[config.mk]
export PLATFORM = sky130hd
export DESIGN_NAME = gbn_alu
export DESIGN_NICKNAME = d
export VERILOG_FILES = /design/src/go_back_n_endpoint_assert.svh /design/src/gbn_alu.sv
export SDC_FILE = /design/constraint.sdc
export NUM_CORES = 1
export LEC_CHECK = 0
export ABC_AREA = 1
export BUFFER_PORTS_ARGS = -buffer_cell sky130_fd_sc_hd__buf_2
export CAP_MARGIN = 10
export CORE_ASPECT_RATIO = 1.1
export CORE_UTILIZATION = 57
export DETAILED_ROUTE_END_ITERATION = 12
export GPL_ROUTABILITY_DRIVEN = 0
export GPL_TIMING_DRIVEN = 0
export PLACE_DENSITY_LB_ADDON = 0.05
export SETUP_SLACK_MARGIN = 0.02
export SYNTH_ARGS = -nofsm -noshare
export SYNTH_HDL_FRONTEND = slang
export SYNTH_SLANG_ARGS = --single-unit
[constraint.sdc]
create_clock -name vclk -period 3.1
set_input_delay 0.155 -clock vclk [all_inputs]
set_output_delay 0.155 -clock vclk [all_outputs]
set_load 0.05 [all_outputs]
[src/go_back_n_endpoint_assert.svh]
// Assertion macros for the Go-Back-N endpoint.
`ifndef GO_BACK_N_ENDPOINT_ASSERT_SVH
`define GO_BACK_N_ENDPOINT_ASSERT_SVH
`ifndef SYNTH
`define GBN_ASSERT_HOLD(lbl, ck, rn, cond) \
	lbl: assert property (@(posedge ck) disable iff (!rn) (cond)) \
		else $error("invariant violated");
`define GBN_ASSERT_IMPL(lbl, ck, rn, ante, cons) \
	lbl: assert property (@(posedge ck) disable iff (!rn) (ante) |-> (cons)) \
		else $error("implication violated");
`else
`define GBN_ASSERT_HOLD(lbl, ck, rn, cond)
`define GBN_ASSERT_IMPL(lbl, ck, rn, ante, cons)
`endif
`endif

[src/gbn_alu.sv]
// Shared checksum adder: two words plus a payload byte sum.
`default_nettype none
module gbn_alu (
	input wire logic [31:0] a,
	input wire logic [31:0] b,
	input wire logic [12:0] c,
	output logic [31:0] sum
);
	assign sum = a + b + {19'd0, c};
endmodule
`default_nettype wire

# Yosys cells after proc, flatten, opt, wreduce, memory -nomap -nowiden
# Index checks and enable logic that the tools add are counted.
# totals
reg_bits,0
inputBits,77
out_inout_bits,32
wordCells,2
# op_classes
addsub,2
# ops
cell,n
adder 32 x 13 -> 32 bit,1
adder 32 bit,1

# Depth between registers and ports, before layout
# Gate-level depths: netlist (run 1).
# logic_depth
word_depth,2
mapped_depth,15
depth_no_buf,15

# Least setup slack after synthesis (run 1)
# OpenSTA, ideal clock, no wires.
# synth_path
path_kind,input port to output port
from,in a[1]
to,out sum[13]
arrival_time_ns,2.512
t_required_ns,2.945
setup_slack_ns,0.433
cell_stages,10
path_buffers,0
cell_sequence,fa_1 > ha_1 > fa_1 > nand3_1 > nand3_2 > nand2_1 > nand2_2 > nand2_1 > nand2_2 > xor2_1
# synth_via
elab_chain_len,2
# synth_rtl
element,line,source
start: declaration,gbn_alu.sv:4,"input wire logic [31:0] a,"
adder 32 bit,gbn_alu.sv:9,"assign sum = a + b + {19'd0, c};"
adder 32 x 13 -> 32 bit,gbn_alu.sv:9,
end: declaration,gbn_alu.sv:7,output logic [31:0] sum
# Every way passes these cells.

# Worst setup path after layout (run 1)
# layout_path
from,in a[1]
to,out sum[29]
# Same word-level chain as after synthesis.

==> impl_summary.txt, run 1 <==
----------------------------------------------------
[Outcome]
  Result of the run ... complete, no violations

[Floorplanning]
  CORE AREA ... roughly 4700 um2
  Die outline width ... 69.2 um
  DIE AREA ... 5260 um2
  Site Rows ... 26
  Starting density of the core ... between 60 and 70%
  Vertical extent of the die ... about 76 um
  I/O pin count ... 109

[STA]
  Count of pins over their slew limit ... 0
  Final Hold Violating Endpoints ... 0
  Worst rel slew slack ... between 80% and 90%
  TNS Setup ... 0 ps
  Setup repair after global routing missed its margin ... false
  Worst slew pin tran ... 291 ps
  Final count of negative-setup-slack endpoints ... 0
  Min Clock Period, post-route ... 2700 ps
  Final period utilization ... 87.0%
  Fmax achieved ... 371 MHz

[Placed design]
  Buffers added on ports ... 109
  HPWL after detailed placement ... 6.15 mm

[Logic synthesis]
  Post-synth net total ... 639
  Proportion of netlist area held by the largest area contributor ... between 20% and 30%
  Gate count after technology mapping ... 500
  Post-synth top area cell ... nand2_1
  Sequential share of the synthesized area ... 0%
  Synthesized cell area ... 2830 um2
  Number of warning messages in the yosys log ... 0
  Mean instance size in the synthesized netlist ... 5.67 um2
  Largest cells by area after synthesis ... nand2_1 (26%), ha_1 (21%), inv_1 (13%)
  Count of different cell masters after synthesis ... 19

[Global route]
  Vias in the first global route ... 2889
  Remaining global-route overflow ... 0
  Global-route wire length before repair ... ~12 mm
  Maximum number of pins on one net before global-route repair ... 7
  Overall track demand over capacity in global routing ... 25.6%
  Antenna violations before repair ... 0

[Route]
  Routed wire per std cell ... around 10 um
  Via count ... ~3300
  Count of nets left with antenna violations after detail routing ... 0
  Vias per cell ... approximately 5
  Number of optimization iterations in the first detailed-route pass ... 5
  Drc violations ... 0
  DRC marker count from the first detailed-route iteration ... 157
  Final wirelength ... 6.77 mm

[Finish]
  Layout area overhead ... 21.7%
  Proportion of layout cells with a drive suffix above 1 ... about a quarter
  Sequential cell count ... 0
  Count of fill cells added during filler insertion ... between 400 and 500
  Register Area ... 0 um2
  Area of the multi-input gates ... 2440 um2
  Layout clock buffers ... 0
  Diodes inserted ... 0
  Final net count ... 750

[Pwr]
  Peak VDD IR ... 0.371 mV
  Areal power density over the cells ... 434 nW/um2
  Power, Total ... ~1.5 mW
  Leakage ... around 2.3 nW

[Critical path]
  Category of the worst setup path launch point ... input port
  Largest fanout on the critical path ... 4
  Arrival time reported for the critical path endpoint ... 2540 ps
  Worst Setup End Kind ... output pin
  Required time worst endpoint ... 2940 ps
  Kind of critical path ... in2out

[Flow run]
  Max-capacitance violation count ... 0

[CTS]
  Post-CTS Setup Bufs ... 0
  Hold-fix buffer count after cts ... 0
  CTS-repair resized insts ... 0

[Hold path]
  Min-delay worst type ... in2out
  Hold path cells ... 5

----------------------------------------------------
worst max-delay path: stages:
cell and delay, ps:
buf_2 110, fa_1 470, ha_1 280, fa_1 460, nand3_1 130, nand3_2 90, nand2_1 80, nand2_2 80
nand2_1 80, nand2_2 90, nand2_1 120, nand3_1 70, nand2_1 70, buf_2 250
stage by stage:
stage               hold slack [ps]  worst slack [ps]  cell area, um2  instances  util [%]
floorplan                       689               433            2830        500         -
global placement                792               430            3450        665      73.1
detailed placement              793               419            3450        665      73.1
CTS                             798               408            3450        665      73.1
global route                    829               252            3450        665      73.1
finish                          796               403            3450        665      73.1
path summary, 6_finish.rpt:
check,start,to
worst min-delay path,a[31],sum[31]
worst max-delay path,a[1],sum[29]
layer usage:
layer	GRT usage [%]	vias up	part of all wire, %
met5	0	-	0
met4	1.63	0	0.62
met3	1.73	6	6.7
met2	47.2	105	49
met1	33.6	1446	44
li1	-	1741	-
synth_stat cells:
| cell | n |
|---|---|
| nor3_2 | 4 |
| nand3_2 | 8 |
| fa_1 | 14 |
| nand2_1 | 194 |
| ha_1 | 48 |
| inv_2 | 5 |
| nand2_2 | 20 |
| xnor2_1 | 2 |
| a21o_1 | 1 |
| xor2_1 | 15 |
| nor3_1 | 2 |
| o21bai_1 | 3 |
| nor2_2 | 4 |
| nor2_1 | 36 |
| a21oi_1 | 17 |
| nand4_1 | 4 |
| a21oi_2 | 3 |
| nand3_1 | 20 |
| inv_1 | 100 |
power by group:
part	total (mW)	internal [mW]	switching, mW
sequential	0	0	0
clock	0	0	0
combinational	1.50	0.409	1.09
total	1.50	0.409	1.09
cells by family after synthesis:
family                     share of synthesized area (%)
buffers and inverters                               13.9
adders and majority gates                           31.1
and+or+nand+nor                                     44.8
xor gates and xnor gates                            5.25
AOI/OAI and AO/OA                                   4.99
cell type report:
class	instances	share of cell area [%]
Multi-Input combinational cell	395	70.7
Timing Repair Buffer	109	15.8
Inverter	105	11.4
Tap cell	56	2.03
layout by cell type, fill, tap and decap left out:
master	instances
a21o_1	1
a21oi_1	17
a21oi_2	3
buf_2	109
fa_1	14
ha_1	48
inv_1	100
inv_2	5
nand2_1	194
nand2_2	20
nand3_1	20
nand3_2	8
nand4_1	4
nor2_1	36
nor2_2	4
nor3_1	2
nor3_2	4
o21bai_1	3
xnor2_1	2
xor2_1	15
No activity file was read; power rests on OpenSTA's default activity.
==> run 2, diff against run 1 <==
--- a/config.mk
+++ b/config.mk
@@ -13,6 +13,7 @@
 export DETAILED_ROUTE_END_ITERATION = 12
 export GPL_ROUTABILITY_DRIVEN = 0
 export GPL_TIMING_DRIVEN = 0
+export MAX_ROUTING_LAYER = met4
 export PLACE_DENSITY_LB_ADDON = 0.05
 export SETUP_SLACK_MARGIN = 0.02
 export SYNTH_ARGS = -nofsm -noshare
==> impl_summary.txt, run 2 (synthesized netlist as in run 1, its figures left out) <==
----------------------------------------------------
[Route]
  DRC marker count from the first detailed-route iteration ... 165 (+5.1%)
  Via count ... 3304 (+0.18%)
  Drc violations ... 0 (unchanged)
  Number of optimization iterations in the first detailed-route pass ... 5 (unchanged)
  Final wirelength ... 6.78 mm (+0.21%)
  Count of nets left with antenna violations after detail routing ... 0 (unchanged)
  Routed wire per std cell ... 10.2 um (+0.21%)
  Vias per cell ... 4.97 (+0.18%)

[Floorplanning]
  Die outline width ... 69.2 um (unchanged)
  DIE AREA ... 5260 um2 (unchanged)
  Vertical extent of the die ... 76.0 um (unchanged)
  Site Rows ... 26 (unchanged)
  CORE AREA ... 4720 um2 (unchanged)
  Starting density of the core ... 60.1% (unchanged)
  I/O pin count ... 109 (unchanged)

[Critical path]
  Slowest cell delay on critical path ... 470 ps (about the same)
  Cell-by-cell trace of the critical path ... buf_2 -> fa_1 -> ha_1 -> fa_1 -> nand3_1 -> nand3_2 -> nand2_1 -> nand2_2 -> nand2_1 -> nand2_2 -> nand2_1 -> nand3_1 -> nand2_1 -> buf_2
  Kind of critical path ... in2out
  Category of the worst setup path launch point ... input port
  Worst Setup End Kind ... output pin
  Largest fanout on the critical path ... 4 (unchanged)
  Required time worst endpoint ... 2940 ps (about the same)
  Arrival time reported for the critical path endpoint ... 2540 ps (about the same)
  Crit-path slowest cell ... fa_1
  Worst path most repeated cell ... nand2_1

[CTS]
  Post-CTS Setup Bufs ... 0 (unchanged)
  CTS-repair resized insts ... 0 (unchanged)
  Hold-fix buffer count after cts ... 0 (unchanged)

[STA]
  Final setup margin ... 405 ps (+2.57 ps)
  Final Hold Violating Endpoints ... 0 (unchanged)
  Min Clock Period, post-route ... 2690 ps (-2.57 ps)
  Final count of negative-setup-slack endpoints ... 0 (unchanged)
  Final hold slack ... 796 ps (+0.0120 ps)
  Fmax achieved ... 371 MHz (about the same)
  Worst slew pin tran ... 294 ps (+3.37 ps)
  Worst rel slew slack ... 80.4% (-0.22 points)
  Setup repair after global routing missed its margin ... false
  TNS Setup ... 0 ps (unchanged)
  Count of pins over their slew limit ... 0 (unchanged)
  Final period utilization ... 86.9% (about the same)

[Finish]
  Most used cells in the layout excluding fill and tap cells ... nand2_1 (194), buf_2 (109), inv_1 (100)
  Most frequent standard cell in the layout excluding fill and tap cells ... nand2_1
  Final cell area excluding filler cells ... 3450 um2 (unchanged)
  Diodes inserted ... 0 (unchanged)
  Layout clock buffers ... 0 (unchanged)
  Sequential cell count ... 0 (unchanged)
  Count of fill cells added during filler insertion ... 439 (unchanged)
  Register Area ... 0 um2 (unchanged)
  Layout area overhead ... 21.7% (unchanged)
  Proportion of layout cells with a drive suffix above 1 ... 25.1% (unchanged)
  Final net count ... 750 (unchanged)
  Share of the core filled with cells ... 73.1% (unchanged)
  Non-filler cells, final ... 665 (unchanged)
  Area of the multi-input gates ... 2440 um2 (unchanged)

[Pwr]
  Leakage ... 2.33 nW (unchanged)
  Areal power density over the cells ... 435 nW/um2 (about the same)
  Power, Total ... 1.50 mW (about the same)
  Peak VDD IR ... 0.372 mV (+0.37%)

[Hold path]
  Min-delay worst type ... in2out

[Flow run]
  Max-capacitance violation count ... 0 (unchanged)

[Global route]
  Global-route wire length before repair ... 11.7 mm (unchanged)
  Maximum number of pins on one net before global-route repair ... 7 (unchanged)
  Remaining global-route overflow ... 0 (unchanged)
  Vias in the first global route ... 2889 (unchanged)
  Antenna violations before repair ... 0 (unchanged)
  Overall track demand over capacity in global routing ... 26.3% (+0.72 points)

[Outcome]
  Result of the run ... complete, no violations

[Placed design]
  Placed instance area ... 3450 um2 (unchanged)
  Number of cells after detailed placement ... 665 (unchanged)
  Buffers added on ports ... 109 (unchanged)
  Post-placement worst setup slack ... 419 ps (unchanged)
  HPWL after detailed placement ... 6.15 mm (unchanged)

----------------------------------------------------
[run 2: layout make-up]
class,instances,area share [%]
inverters,105,11.4
multi-input cells,395,70.7
well taps,56,2.03
repair buffers,109,15.8
[run 2: final timing paths]
kind,to,depth (start not counted),from
max,sum[29],14,a[1]
min,sum[31],5,a[31]
[run 2: worst max-delay path, delay by kind of cell]
family / cells / cell delay, ps
adder cells (fa/ha/maj): 3 / 1210
buffers and inverters: 2 / 360
AND/OR/NAND/NOR: 9 / 810
[run 2: layer usage]
layer / GRT usage (%) / vias up / part of all wire (%)
met1: 33.6 / 1440 / 43
met3: 1.73 / 4 / 7.4
met5: - / - / 0
met2: 47.2 / 119 / 49
li1: - / 1741 / -
met4: 1.63 / 0 / 0.50
[run 2: power breakdown]
part	switching, mW	internal, mW	total, mW	leakage, nW
logic	1.09	0.409	1.50	2.33
clock network	0	0	0	0
registers	0	0	0	0
total	1.09	0.409	1.50	2.33
==> run 3, diff against run 2 <==
--- a/config.mk
+++ b/config.mk
@@ -8,12 +8,11 @@
 export ABC_AREA = 1
 export BUFFER_PORTS_ARGS = -buffer_cell sky130_fd_sc_hd__buf_2
 export CAP_MARGIN = 10
-export CORE_ASPECT_RATIO = 1.1
-export CORE_UTILIZATION = 57
+export CORE_ASPECT_RATIO = 0.7
+export CORE_UTILIZATION = 53
 export DETAILED_ROUTE_END_ITERATION = 12
 export GPL_ROUTABILITY_DRIVEN = 0
 export GPL_TIMING_DRIVEN = 0
-export MAX_ROUTING_LAYER = met4
 export PLACE_DENSITY_LB_ADDON = 0.05
 export SETUP_SLACK_MARGIN = 0.02
 export SYNTH_ARGS = -nofsm -noshare
==> constraint.sdc (replaced) <==
create_clock -name vclk -period 2.5
set_input_delay 0.125 -clock vclk [all_inputs]
set_output_delay 0.125 -clock vclk [all_outputs]
set_load 0.05 [all_outputs]
==> impl_summary.txt, run 3 (synthesized netlist as in run 1, its figures left out) <==
----------------------------------------------------
[Pwr]
  Areal power density over the cells ... 543 nW/um2 (+25%)
  Combinational power share ... 100.0% (about the same)
  Internal power ... 0.545 mW (+33%)
  Leakage ... 2.34 nW (+0.67%)
  Peak VDD IR ... 0.356 mV (-4.3%)
  Sequential share of power ... 0% (unchanged)
  Net switching power ... 1.38 mW (+26%)
  Share of total power in the clock network ... 0% (unchanged)
  Switching Fraction ... 71.7% (-1.0 points)

[Finish]
  Layout clock buffers ... 0 (unchanged)
  Final net count ... 752 (+0.27%)
  Register Area ... 0 um2 (unchanged)
  Layout area overhead ... 25.1%
  Sequential cell count ... 0 (unchanged)
  Proportion of layout cells with a drive suffix above 1 ... 26.7% (+1.6 points)
  Most used cells in the layout excluding fill and tap cells ... nand2_1 (193), buf_2 (103), inv_1 (100)
  Count of fill cells added during filler insertion ... 467 (+6.4%)
  Diodes inserted ... 0 (unchanged)
  Most frequent standard cell in the layout excluding fill and tap cells ... nand2_1

[Floorplanning]
  CORE AREA ... 4970 um2 (+5.3%)
  Starting density of the core ... 57.1% (-3.0 points)
  Vertical extent of the die ... 63.2 um (-17%)
  DIE AREA ... 5650 um2 (+7.4%)
  Site Rows ... 21 (-19%)
  I/O pin count ... 109 (unchanged)
  Die outline width ... 89.4 um (+29%)

[STA]
  Final count of negative-setup-slack endpoints ... 0 (unchanged)
  Min Clock Period, post-route ... 2430 ps
  Worst slew pin tran ... 305 ps (+11.3 ps)
  Worst rel slew slack ... 79.7% (-0.75 points)
  Setup repair after global routing missed its margin ... true
  Fmax achieved ... a little over 400 MHz
  Final Hold Violating Endpoints ... 0 (unchanged)
  Final hold slack ... 736 ps (-59.7 ps)
  Final period utilization ... 97.2%
  Final setup margin ... 70.3 ps (-335 ps)
  Count of pins over their slew limit ... 0 (unchanged)

[Critical path]
  Category of the worst setup path launch point ... input port
  Kind of critical path ... in2out
  Crit-path slowest cell ... fa_1
  Required time worst endpoint ... 2380 ps (-560 ps)
  Slowest cell delay on critical path ... 510 ps (+40 ps)
  Worst Path Buf+Inv ... 2 (unchanged)
  Worst path most repeated cell ... nand2_1
  Cell-by-cell trace of the critical path ... buf_2 -> fa_1 -> ha_4 -> fa_2 -> nand3_1 -> nand3_2 -> nand2_1 -> nand2_2 -> nand2_1 -> nand2_2 -> nand2_1 -> nand3_1 -> nand2_1 -> buf_6
  Arrival time reported for the critical path endpoint ... 2300 ps (-240 ps)
  Crit path max-delay family ... adder cells
  Largest fanout on the critical path ... 4 (unchanged)
  Worst Setup End Kind ... output pin

[Outcome]
  Result of the run ... complete, no violations

[Global route]
  Overall track demand over capacity in global routing ... 24.8% (-1.5 points)
  Maximum number of pins on one net before global-route repair ... 7 (unchanged)
  Antenna violations before repair ... 0 (unchanged)
  Vias in the first global route ... 2720 (-5.8%)
  Global-route wire length before repair ... 11.4 mm (-2.7%)
  Remaining global-route overflow ... 0 (unchanged)

[Route]
  DRC marker count from the first detailed-route iteration ... 201 (+22%)
  Number of optimization iterations in the first detailed-route pass ... 5 (unchanged)
  Drc violations ... 0 (unchanged)
  Count of nets left with antenna violations after detail routing ... 0 (unchanged)
  Via count ... 3332 (+0.85%)
  Routed wire per std cell ... 10.4 um (+1.6%)
  Vias per cell ... 4.90 (-1.4%)
  Final wirelength ... 7.05 mm (+3.9%)

[Hold path]
  Min-delay worst type ... in2out

[Flow run]
  Max-capacitance violation count ... 0 (unchanged)

[Placed design]
  Post-placement worst setup slack ... -132 ps (-550 ps)
  HPWL after detailed placement ... 6.40 mm (+4.0%)
  Buffers added on ports ... 109 (unchanged)

----------------------------------------------------
[run 3: path summary, 6_finish.rpt]
path | start | end | slack (ps) | cells after the start
worst max-delay path | c[1] | sum[21] | 70 | 14
worst min-delay path | a[31] | sum[31] | 740 | 5
[run 3: area by class of cell]
class	instances	area [um2]	share of cell area [%]
multi-input cells	395	2480	70.0
repair buffers	111	583	16.4
inverters	105	394	11.1
well taps	69	86.3	2.44
[run 3: worst min-delay path: stages]
cell	delay, ps
buf_2	80
xnor2_1	80
nand3_1	80
nand2_1	40
buf_2	200
[run 3: timing repair]
action	in CTS	in global routing
gates resized for setup	4	11
setup endpoints to repair	5	11
setup buffers	0	2
pin swaps	0	4
hold buffers	0	0
[run 3: per-stage QoR]
stage               power (mW)  util, %  cell area [um2]  std cells  setup TNS [ps]
CTS                       1.89     70.3             3490        678               0
detailed placement        1.87     70.1             3480        678            -331
finish                    1.92     71.4             3540        680               0
floorplan                 1.45        -             2850        500               0
global route              2.09     71.4             3540        680           -13.3
global placement          1.84     70.1             3480        678            -264
[run 3: power by group through the flow]
stage / clock network, mW / registers, mW / logic [mW]
3_5_place_dp: 0 / 0 / 1.87
6_report: 0 / 0 / 1.92
3_3_place_gp: 0 / 0 / 1.84
5_1_grt: 0 / 0 / 2.09
4_1_cts: 0 / 0 / 1.89
2_1_floorplan: 0 / 0 / 1.45
[run 3: layer usage]
| metal | GRT usage (%) | wire [um] |
|---|---|---|
| met1 | 39.0 | 3480 |
| met2 | 39.6 | 2930 |
| met3 | 0.131 | 618 |
| met4 | 0.794 | 16 |
| met5 | 0 | 0 |
